==> config.mk <==
export PLATFORM = sky130hd
export DESIGN_NAME = periodic_lattice_neighbor_index_flat
export DESIGN_NICKNAME = d
export VERILOG_FILES = /design/src/pln_pkg.sv /design/src/pln_if.sv /design/src/pln_geom.sv /design/src/pln_mod_stage.sv /design/src/pln_resolve.sv /design/src/periodic_lattice_neighbor_index.sv /design/src/flat_wrapper.sv
export VERILOG_INCLUDE_DIRS = /design/src /design/src/src
export SDC_FILE = /design/constraint.sdc
export NUM_CORES = 2
export LEC_CHECK = 0
export ABC_CLOCK_PERIOD_IN_PS = 44500
export BUFFER_PORTS_ARGS = -buffer_cell sky130_fd_sc_hd__buf_4
export CAP_MARGIN = 20
export CORE_MARGIN = 2
export CORE_UTILIZATION = 50
export DETAILED_ROUTE_END_ITERATION = 6
export PLACE_DENSITY_LB_ADDON = 0.15
export SYNTH_ARGS = -nofsm -noshare
export SYNTH_HDL_FRONTEND = slang
export SYNTH_SLANG_ARGS = --single-unit
==> constraint.sdc <==
create_clock -name clk -period 44.5 [get_ports clk]
set_input_delay 4.45 -clock clk [delete_from_list [all_inputs] [get_ports clk]]
set_output_delay 4.45 -clock clk [all_outputs]
set_load 0.005 [all_outputs]
==> src/assert_macros.svh <==
// Concurrent check macros; they compile to nothing when SYNTHESIS is defined.
`ifndef ASSERT_MACROS_SVH
`define ASSERT_MACROS_SVH
`ifndef SYNTHESIS
`define PLN_ASSERT(lbl, clk, rstn, prop) \
    lbl: assert property (@(posedge clk) disable iff (!rstn) prop) \
        else $error("%m: check failed");
`define PLN_ASSERT_IMP(lbl, clk, rstn, ante, cons) \
    lbl: assert property (@(posedge clk) disable iff (!rstn) (ante) |-> (cons)) \
        else $error("%m: implication failed");
`else
`define PLN_ASSERT(lbl, clk, rstn, prop)
`define PLN_ASSERT_IMP(lbl, clk, rstn, ante, cons)
`endif
`endif

==> src/pln_pkg.sv <==
package pln_pkg;

    localparam int MAX_DIMS   = 4;
    localparam int LEN_REGS   = 4;
    localparam int INDEX_BITS = 25;
    localparam int X_BITS     = INDEX_BITS - 1;
    localparam int LEN_BITS   = 7;
    localparam int PAIR_BITS  = 2 * LEN_BITS - 1;
    localparam int DIM_BITS   = 3;
    localparam int AXIS_BITS  = 2;

    localparam int MOD_STEPS  = 4;
    localparam int MOD_STAGES = (X_BITS + MOD_STEPS - 1) / MOD_STEPS;

    localparam int CFG_INDEX_BITS = 3;
    localparam int CFG_DATA_BITS  = 7;

    localparam logic [CFG_INDEX_BITS-1:0] REG_DIM_COUNT = 3'd0;
    localparam logic [CFG_INDEX_BITS-1:0] REG_LEN_DIM0  = 3'd1;
    localparam logic [CFG_INDEX_BITS-1:0] REG_LEN_DIM1  = 3'd2;
    localparam logic [CFG_INDEX_BITS-1:0] REG_LEN_DIM2  = 3'd3;
    localparam logic [CFG_INDEX_BITS-1:0] REG_LEN_DIM3  = 3'd4;

    localparam logic [LEN_BITS-1:0] LEN_MAX   = 7'd64;
    localparam logic [LEN_BITS-1:0] LEN_RESET = 7'd4;
    localparam logic [DIM_BITS-1:0] DIM_RESET = 3'd4;
    localparam logic [DIM_BITS-1:0] DIM_CAP   =
        DIM_BITS'((MAX_DIMS < LEN_REGS) ? MAX_DIMS : LEN_REGS);

    typedef struct packed {
        logic [DIM_BITS-1:0]                dims;
        logic [LEN_REGS-1:0][LEN_BITS-1:0]  len;
    } cfg_t;

    typedef struct packed {
        logic                   backward;
        logic [INDEX_BITS-1:0]  site;
        logic                   axis_bad;
        logic [INDEX_BITS-1:0]  size;
        logic [INDEX_BITS-1:0]  stride;
        logic [INDEX_BITS-1:0]  span;
        logic [INDEX_BITS-1:0]  jump;
        logic [INDEX_BITS-1:0]  rem;
        logic [X_BITS-1:0]      x;
    } item_t;

    function automatic logic [LEN_BITS-1:0] eff_len(input logic [LEN_BITS-1:0] v);
        logic [LEN_BITS-1:0] r;
        priority if (v == '0)
            r = LEN_BITS'(1);
        else if (v > LEN_MAX)
            r = LEN_MAX;
        else
            r = v;
        return r;
    endfunction

    function automatic logic [DIM_BITS-1:0] eff_dims(input logic [DIM_BITS-1:0] n);
        logic [DIM_BITS-1:0] r;
        priority if (n == '0)
            r = DIM_BITS'(1);
        else if (n > DIM_CAP)
            r = DIM_CAP;
        else
            r = n;
        return r;
    endfunction

endpackage

==> src/pln_if.sv <==
interface pln_req_if;
    logic                             valid;
    logic                             ready;
    logic                             req_type;
    logic [pln_pkg::INDEX_BITS-1:0]   site_index;
    logic [pln_pkg::AXIS_BITS-1:0]    axis;

    modport source (output valid, req_type, site_index, axis, input ready);
    modport sink   (input valid, req_type, site_index, axis, output ready);
endinterface

interface pln_rsp_if;
    logic                             valid;
    logic                             ready;
    logic [pln_pkg::INDEX_BITS-1:0]   neighbor_index;
    logic                             bad_request;

    modport source (output valid, neighbor_index, bad_request, input ready);
    modport sink   (input valid, neighbor_index, bad_request, output ready);
endinterface

interface pln_cfg_if;
    logic                                 valid;
    logic                                 ready;
    logic [pln_pkg::CFG_INDEX_BITS-1:0]   index;
    logic [pln_pkg::CFG_DATA_BITS-1:0]    data;

    modport source (output valid, index, data, input ready);
    modport sink   (input valid, index, data, output ready);
endinterface

==> src/pln_geom.sv <==
module pln_geom (
    input  logic                                clk,
    input  logic                                rst_n,
    input  logic                                adv,
    input  logic                                in_valid,
    input  logic                                in_backward,
    input  logic [pln_pkg::INDEX_BITS-1:0]      in_site,
    input  logic [pln_pkg::AXIS_BITS-1:0]       in_axis,
    input  pln_pkg::cfg_t                       cfg,
    output logic                                out_valid,
    output pln_pkg::item_t                      out_item
);

    localparam int SET_SIZE   = 0;
    localparam int SET_STRIDE = 1;
    localparam int SET_SPAN   = 2;
    localparam int SET_JUMP   = 3;
    localparam int SETS       = 4;

    logic [pln_pkg::LEN_BITS-1:0]   fac [SETS][pln_pkg::LEN_REGS];
    logic [pln_pkg::PAIR_BITS-1:0]  pair_next [SETS][2];
    logic [pln_pkg::PAIR_BITS-1:0]  pair_reg  [SETS][2];
    logic                           axis_bad_next;

    logic                           v1_reg;
    logic                           backward1_reg;
    logic [pln_pkg::INDEX_BITS-1:0] site1_reg;
    logic                           axis_bad1_reg;

    logic                           v2_reg;
    pln_pkg::item_t                 item2_reg;
    pln_pkg::item_t                 item2_next;

    // Per-axis factors; an axis outside a set contributes a one.
    always_comb
    begin
        for (int k = 0; k < pln_pkg::LEN_REGS; k++)
        begin
            fac[SET_SIZE][k]   = (pln_pkg::DIM_BITS'(k) < cfg.dims) ? cfg.len[k]
                                                                    : pln_pkg::LEN_BITS'(1);
            fac[SET_STRIDE][k] = (pln_pkg::AXIS_BITS'(k) < in_axis) ? cfg.len[k]
                                                                    : pln_pkg::LEN_BITS'(1);
            fac[SET_SPAN][k]   = (pln_pkg::AXIS_BITS'(k) <= in_axis) ? cfg.len[k]
                                                                     : pln_pkg::LEN_BITS'(1);
            if (pln_pkg::AXIS_BITS'(k) < in_axis)
                fac[SET_JUMP][k] = cfg.len[k];
            else if (pln_pkg::AXIS_BITS'(k) == in_axis)
                fac[SET_JUMP][k] = cfg.len[k] - pln_pkg::LEN_BITS'(1);
            else
                fac[SET_JUMP][k] = pln_pkg::LEN_BITS'(1);
        end
        for (int s = 0; s < SETS; s++)
        begin
            for (int j = 0; j < 2; j++)
            begin
                pair_next[s][j] = pln_pkg::PAIR_BITS'(fac[s][2*j])
                                * pln_pkg::PAIR_BITS'(fac[s][2*j+1]);
            end
        end
        axis_bad_next = pln_pkg::DIM_BITS'(in_axis) >= cfg.dims;
    end

    always_comb
    begin
        item2_next.backward = backward1_reg;
        item2_next.site     = site1_reg;
        item2_next.axis_bad = axis_bad1_reg;
        item2_next.size     = pln_pkg::INDEX_BITS'(pair_reg[SET_SIZE][0])
                            * pln_pkg::INDEX_BITS'(pair_reg[SET_SIZE][1]);
        item2_next.stride   = pln_pkg::INDEX_BITS'(pair_reg[SET_STRIDE][0])
                            * pln_pkg::INDEX_BITS'(pair_reg[SET_STRIDE][1]);
        item2_next.span     = pln_pkg::INDEX_BITS'(pair_reg[SET_SPAN][0])
                            * pln_pkg::INDEX_BITS'(pair_reg[SET_SPAN][1]);
        item2_next.jump     = pln_pkg::INDEX_BITS'(pair_reg[SET_JUMP][0])
                            * pln_pkg::INDEX_BITS'(pair_reg[SET_JUMP][1]);
        item2_next.rem      = '0;
        item2_next.x        = pln_pkg::X_BITS'(site1_reg - pln_pkg::INDEX_BITS'(1));
    end

    always_ff @(posedge clk or negedge rst_n)
    begin
        if (!rst_n)
        begin
            v1_reg <= 1'b0;
            v2_reg <= 1'b0;
        end
        else if (adv)
        begin
            v1_reg <= in_valid;
            v2_reg <= v1_reg;
        end
    end

    always_ff @(posedge clk)
    begin
        if (adv)
        begin
            backward1_reg <= in_backward;
            site1_reg     <= in_site;
            axis_bad1_reg <= axis_bad_next;
            pair_reg      <= pair_next;
            item2_reg     <= item2_next;
        end
    end

    assign out_valid = v2_reg;
    assign out_item  = item2_reg;

endmodule

==> src/pln_mod_stage.sv <==
module pln_mod_stage (
    input  logic            clk,
    input  logic            rst_n,
    input  logic            adv,
    input  logic            in_valid,
    input  pln_pkg::item_t  in_item,
    output logic            out_valid,
    output pln_pkg::item_t  out_item
);

    logic           valid_reg;
    pln_pkg::item_t item_reg;
    pln_pkg::item_t item_next;

    // Shift in the next dividend bits, subtract the span where it fits.
    always_comb
    begin
        item_next = in_item;
        for (int i = 0; i < pln_pkg::MOD_STEPS; i++)
        begin
            item_next.rem = {item_next.rem[pln_pkg::INDEX_BITS-2:0],
                             item_next.x[pln_pkg::X_BITS-1]};
            item_next.x   = {item_next.x[pln_pkg::X_BITS-2:0], 1'b0};
            if (item_next.rem >= item_next.span)
                item_next.rem = item_next.rem - item_next.span;
        end
    end

    always_ff @(posedge clk or negedge rst_n)
    begin
        if (!rst_n)
            valid_reg <= 1'b0;
        else if (adv)
            valid_reg <= in_valid;
    end

    always_ff @(posedge clk)
    begin
        if (adv)
            item_reg <= item_next;
    end

    assign out_valid = valid_reg;
    assign out_item  = item_reg;

endmodule

==> src/pln_resolve.sv <==
module pln_resolve (
    input  logic                            clk,
    input  logic                            rst_n,
    input  logic                            adv,
    input  logic                            in_valid,
    input  pln_pkg::item_t                  in_item,
    output logic                            out_valid,
    output logic [pln_pkg::INDEX_BITS-1:0]  out_index,
    output logic                            out_bad
);

    logic                           valid_reg;
    logic [pln_pkg::INDEX_BITS-1:0] index_reg;
    logic                           bad_reg;
    logic [pln_pkg::INDEX_BITS-1:0] index_next;
    logic                           bad_next;
    logic                           wrap;
    logic [pln_pkg::INDEX_BITS-1:0] site_fwd;
    logic [pln_pkg::INDEX_BITS-1:0] site_back;
    logic [pln_pkg::INDEX_BITS-1:0] site_up;
    logic [pln_pkg::INDEX_BITS-1:0] site_down;

    always_comb
    begin
        bad_next  = (in_item.site == '0) || (in_item.site > in_item.size)
                  || in_item.axis_bad;
        site_fwd  = in_item.site + in_item.stride;
        site_back = in_item.site - in_item.stride;
        site_up   = in_item.site + in_item.jump;
        site_down = in_item.site - in_item.jump;
        // Wrap at the far end going forward, at coordinate zero going backward.
        if (in_item.backward)
        begin
            wrap       = in_item.rem < in_item.stride;
            index_next = wrap ? site_up : site_back;
        end
        else
        begin
            wrap       = in_item.rem >= in_item.jump;
            index_next = wrap ? site_down : site_fwd;
        end
        if (bad_next)
            index_next = in_item.site;
    end

    always_ff @(posedge clk or negedge rst_n)
    begin
        if (!rst_n)
            valid_reg <= 1'b0;
        else if (adv)
            valid_reg <= in_valid;
    end

    always_ff @(posedge clk)
    begin
        if (adv)
        begin
            index_reg <= index_next;
            bad_reg   <= bad_next;
        end
    end

    assign out_valid = valid_reg;
    assign out_index = index_reg;
    assign out_bad   = bad_reg;

endmodule

==> src/periodic_lattice_neighbor_index.sv <==
// Periodic lattice neighbor index: for a one-based site index on a lattice of
// up to four dimensions (axis 0 varies fastest), returns the site one step
// forward or backward along the requested axis with periodic wrap-around.
// Requests with an index outside 1..lattice size or an axis at or beyond the
// dimension count come back with bad_request set and the index echoed.
// Throughput is one transaction per clock while the output is not stalled. The
// pipeline is made of two multiplier stages that form size and strides from
// the lengths, six stages of the bit-serial remainder (four bits per stage),
// and the output register.
// Lengths and dimension count are written on the cfg port (index 0 is the
// dimension count, 1..4 the lengths) and take effect for the next request;
// write them only while no request is in flight.
`include "assert_macros.svh"

module periodic_lattice_neighbor_index (
    input  logic          clk,
    input  logic          rst_n,
    pln_cfg_if.sink       cfg,
    pln_req_if.sink       req,
    pln_rsp_if.source     rsp
);

    logic [pln_pkg::DIM_BITS-1:0]   dim_count_reg;
    logic [pln_pkg::LEN_BITS-1:0]   len_reg [pln_pkg::LEN_REGS];
    pln_pkg::cfg_t                  cfg_eff;

    logic                           adv;
    logic                           geom_valid;
    pln_pkg::item_t                 geom_item;
    logic                           mod_valid [pln_pkg::MOD_STAGES+1];
    pln_pkg::item_t                 mod_item  [pln_pkg::MOD_STAGES+1];

    assign cfg.ready = 1'b1;

    always_ff @(posedge clk or negedge rst_n)
    begin
        if (!rst_n)
        begin
            dim_count_reg <= pln_pkg::DIM_RESET;
            for (int k = 0; k < pln_pkg::LEN_REGS; k++)
                len_reg[k] <= pln_pkg::LEN_RESET;
        end
        else if (cfg.valid && cfg.ready)
        begin
            unique case (cfg.index)
                pln_pkg::REG_DIM_COUNT: dim_count_reg <= pln_pkg::DIM_BITS'(cfg.data);
                pln_pkg::REG_LEN_DIM0:  len_reg[0]    <= cfg.data;
                pln_pkg::REG_LEN_DIM1:  len_reg[1]    <= cfg.data;
                pln_pkg::REG_LEN_DIM2:  len_reg[2]    <= cfg.data;
                pln_pkg::REG_LEN_DIM3:  len_reg[3]    <= cfg.data;
                default: ;
            endcase
        end
    end

    always_comb
    begin
        cfg_eff.dims = pln_pkg::eff_dims(dim_count_reg);
        for (int k = 0; k < pln_pkg::LEN_REGS; k++)
            cfg_eff.len[k] = pln_pkg::eff_len(len_reg[k]);
    end

    // Whole pipe moves together; hold everything while the output is stalled.
    assign adv       = !rsp.valid || rsp.ready;
    assign req.ready = adv;

    pln_geom u_geom (
        .clk         (clk),
        .rst_n       (rst_n),
        .adv         (adv),
        .in_valid    (req.valid),
        .in_backward (req.req_type),
        .in_site     (req.site_index),
        .in_axis     (req.axis),
        .cfg         (cfg_eff),
        .out_valid   (geom_valid),
        .out_item    (geom_item)
    );

    assign mod_valid[0] = geom_valid;
    assign mod_item[0]  = geom_item;

    for (genvar g = 0; g < pln_pkg::MOD_STAGES; g++)
    begin : g_mod
        pln_mod_stage u_stage (
            .clk       (clk),
            .rst_n     (rst_n),
            .adv       (adv),
            .in_valid  (mod_valid[g]),
            .in_item   (mod_item[g]),
            .out_valid (mod_valid[g+1]),
            .out_item  (mod_item[g+1])
        );
    end

    pln_resolve u_resolve (
        .clk       (clk),
        .rst_n     (rst_n),
        .adv       (adv),
        .in_valid  (mod_valid[pln_pkg::MOD_STAGES]),
        .in_item   (mod_item[pln_pkg::MOD_STAGES]),
        .out_valid (rsp.valid),
        .out_index (rsp.neighbor_index),
        .out_bad   (rsp.bad_request)
    );

    `PLN_ASSERT_IMP(a_rem_below_span, clk, rst_n, mod_valid[pln_pkg::MOD_STAGES], mod_item[pln_pkg::MOD_STAGES].rem < mod_item[pln_pkg::MOD_STAGES].span)
    `PLN_ASSERT_IMP(a_good_index_nonzero, clk, rst_n, rsp.valid && !rsp.bad_request, rsp.neighbor_index != '0)
    `PLN_ASSERT(a_accept_reaches_geom, clk, rst_n, (req.valid && req.ready) ##1 adv |=> geom_valid)

endmodule

==> src/flat_wrapper.sv <==
// flat-port wrapper written by rule: the top's interface ports become plain ports
module periodic_lattice_neighbor_index_flat 
  (clk, rst_n, cfg_valid, cfg_index, cfg_data, cfg_ready, req_valid, req_req_type, req_site_index, req_axis, req_ready, rsp_valid, rsp_neighbor_index, rsp_bad_request, rsp_ready);
  pln_cfg_if cfg_i ();
  pln_req_if req_i ();
  pln_rsp_if rsp_i ();
  input  logic clk;
  input  logic rst_n;
  input wire logic [$bits(cfg_i.valid)-1:0] cfg_valid;
  input wire logic [$bits(cfg_i.index)-1:0] cfg_index;
  input wire logic [$bits(cfg_i.data)-1:0] cfg_data;
  output wire logic [$bits(cfg_i.ready)-1:0] cfg_ready;
  input wire logic [$bits(req_i.valid)-1:0] req_valid;
  input wire logic [$bits(req_i.req_type)-1:0] req_req_type;
  input wire logic [$bits(req_i.site_index)-1:0] req_site_index;
  input wire logic [$bits(req_i.axis)-1:0] req_axis;
  output wire logic [$bits(req_i.ready)-1:0] req_ready;
  output wire logic [$bits(rsp_i.valid)-1:0] rsp_valid;
  output wire logic [$bits(rsp_i.neighbor_index)-1:0] rsp_neighbor_index;
  output wire logic [$bits(rsp_i.bad_request)-1:0] rsp_bad_request;
  input wire logic [$bits(rsp_i.ready)-1:0] rsp_ready;
  assign cfg_i.valid = cfg_valid;
  assign cfg_i.index = cfg_index;
  assign cfg_i.data = cfg_data;
  assign cfg_ready = cfg_i.ready;
  assign req_i.valid = req_valid;
  assign req_i.req_type = req_req_type;
  assign req_i.site_index = req_site_index;
  assign req_i.axis = req_axis;
  assign req_ready = req_i.ready;
  assign rsp_valid = rsp_i.valid;
  assign rsp_neighbor_index = rsp_i.neighbor_index;
  assign rsp_bad_request = rsp_i.bad_request;
  assign rsp_i.ready = rsp_ready;
  periodic_lattice_neighbor_index u_core (.clk(clk), .rst_n(rst_n), .cfg(cfg_i), .req(req_i), .rsp(rsp_i));
endmodule
==> run_results.csv <==
group,metric,value,unit
run_status,status,"finished, violations left",
run_status,violations,"DRC",
clock_tree,post-cts-setup-buffers,0,
yosys,netlist_area,106000,um^2
critical_path,crit_start,"u_core.g_mod[1].u_stage.out_item[75]$_DFFE_PP_",
yosys,syn_inst,10300,
yosys,synth_edf_count,1223,
critical_path,r2r_end,"u_core.g_mod[2].u_stage.out_item[45]$_DFFE_PP_",
clock_tree,path_clk_slew,60,ps
drt,vias,75800,
drt,ant_nets,0,
finish,final_cells,13300,
critical_path,start_kind,"flop",
critical_path,max_stage_delay,600,ps
yosys,synth-seq-cells,1263,
clock_tree,hold_buffers,0,
finish,largest_reg_flops,924,
clock_tree,cts_tree,"built",
finish,nets,12200,
floorplan,ios,72,
finish,multi_input_area,63000,um^2
drt,drt-pass1-iter-count,7,
sta,maxSlewHeadroom,0.235,
global_routing,antenna_found_initial,12,
critical_path,cp.arrival,13690,ps
yosys,synth_ff_type,"edfxtp_1",
sta,hold_viol_final,0,
global_routing,grt_pass1_vias,75400,
run,drv_cap,0,
global_routing,grt_start_max_net_pins,171,
sta,finalCritPeriodShare,0.296,
yosys,yosysMostFrequentCell,"inv_1",
hold_path,min_path_cells,0,
yosys,ys_warn_count,0,
clock_tree,cts_root_buf,"clkbuf_16",
placed_design,dp_slack,31420,ps
yosys,synth.net_count,12100,
critical_path,reg2reg_slack,31330,ps
yosys,yosysSeqAreaShare,0.355,
clock_tree,htree_levels,4,
placed_design,dp_hpwl,214000,um
drt,viasPerCell,5.70,
floorplan,fp.dieW,465,um
critical_path,reg2reg_from,"u_core.g_mod[1].u_stage.out_item[75]$_DFFE_PP_",
finish,nFillCells,18600,
yosys,synthArstFlopShare,0.0317,
critical_path,cp.required,45020,ps
finish,syn_to_final_growth,7.99,%
sta,finClkSkew,68.5,ps
yosys,synth_area_leader_cell,"edfxtp_1",
clock_tree,clock_latency,820,ps
critical_path,reg2reg_depth,42,
yosys,ys_types,98,
yosys,avgSynthCellArea,10.3,um^2
drt,drt_wl_total,268000,um
placed_design,port_buffers,70,
hold_path,worst_hold_path.endpoint,"u_core.g_mod[0].u_stage.out_item[14]$_DFFE_PP_",
critical_path,slowest_stage,"o41ai_1",
sta,fin_crit,13170,ps
drt,route.detailed.drc,4,
clock_tree,ctsResizeCount,0,
sta,slew_viol_final,0,
sta,whs,380,ps
critical_path,cp-end-kind,"flop",
sta,worst_pin_slew,1140,ps
floorplan,die_y,465,um
floorplan,rows,169,
hold_path,hp-start,"u_core.u_geom.out_item[10]$_DFFE_PP_",
yosys,synth_top_area_share,0.346,
yosys,ys_top_cells_by_count,"1,226 x inv_1, 1,223 x edfxtp_1, 1,159 x ha_1",
hold_path,hp-class,"reg2reg",
floorplan,initial_core_util,0.502,
drt,route.detailed.wl_per_inst,20.1,um
yosys,synth_area_leaders,"edfxtp_1 35%, ha_1 14%, fa_1 11%",
sta,setup_viol,0,
floorplan,die_area,216000,um^2
placed_design,place.gp.congestion,0.957,
global_routing,grt_pass1_wl,424000,um
clock_tree,numCtsBuffers,142,
global_routing,overflow,0,
sta,rsz0062_at_grt,"no",
floorplan,core_area,212000,um^2
global_routing,grt_util_all_layers,0.248,
placed_design,place_inst,13000,
finish,seq_area,37700,um^2
drt,drt-initial-drc-count,5748,
clock_tree,clock_sinks,1263,
finish,layout-drive-gt1-share,0.0750,
clock_tree,cts.path.max_buffers,3,
sta,tns,0,ps
critical_path,crit_type,"reg2reg",
sta,max_freq,75.9,MHz
sta,setup_slack,31330,ps
critical_path,critical_path.max_fanout,32,
cells in the final DEF (no fill, tap or decap), drive strengths merged, types with 154 or more instances in the layout:
| master | count |
|---|---|
| nand2 | 1026 |
| xor2 | 211 |
| o21ai | 395 |
| nor3 | 155 |
| clkbuf | 165 |
| ha | 1159 |
| xnor2 | 495 |
| inv | 1232 |
| edfxtp | 1223 |
| nand3 | 154 |
| nor2 | 565 |
| mux2 | 362 |
| fa | 601 |
| a21o | 271 |
| a21oi | 592 |
| and2 | 302 |
worst max-delay path, delay by kind of cell (launching register included):
kind / cells / cell delay, ps
AO/OA/AOI/OAI: 22 / 6840
buffers and inverters: 6 / 1960
adder cells (fa/ha/maj): 4 / 1370
multiplexers: 3 / 1170
AND/OR/NAND/NOR: 7 / 1060
flip-flops: 1 / 430
routing by layer:
layer	share of wire	routed length (um)	global-route usage	vias up
li1	-	-	-	36200
met1	0.46	122000	0.348	37400
met2	0.47	126000	0.408	1832
met3	0.050	13400	0.0301	357
met4	0.026	6970	0.0672	0
met5	0	0	0	-
logic make-up after synthesis:
kind of cell	synth area share
fa+ha+maj	0.250
flops	0.355
other cells	0.0000353
buf+inv	0.0527
xor+xnor	0.0582
compound gates	0.119
simple gates	0.123
mux	0.0418
how the worst max path moves through the flow:
stage	end	slack, ps
2_1_floorplan	u_core.g_mod[0].u_stage.out_valid$_DFFE_PN0P_	2220
3_3_place_gp	u_core.g_mod[2].u_stage.out_item[39]$_DFFE_PP_	31670
4_1_cts	u_core.g_mod[2].u_stage.out_item[37]$_DFFE_PP_	31330
6_report	u_core.g_mod[2].u_stage.out_item[45]$_DFFE_PP_	31330
5_1_grt	u_core.g_mod[4].u_stage.out_item[38]$_DFFE_PP_	30280
3_5_place_dp	u_core.g_mod[2].u_stage.out_item[37]$_DFFE_PP_	31420
through the flow:
stage	util	area, um^2
global placement	0.519	110000
global route	0.542	115000
floorplan	-	106000
CTS	0.542	115000
detailed placement	0.519	110000
finish	0.542	115000
final cells by class:
| class | instances | share of cell area |
|---|---|---|
| sequential | 1263 | 0.329 |
| inverter | 1233 | 0.0404 |
| multi-input combinational | 7598 | 0.549 |
| clock inverter | 92 | 0.00980 |
| tap | 2821 | 0.0308 |
| timing repair buffer | 132 | 0.00910 |
| antenna | 5 | 0.000109 |
| clock buffer | 165 | 0.0317 |
Power is not shown: default switching activity piles up to over one toggle a cycle in this logic, so the estimate is an artifact.
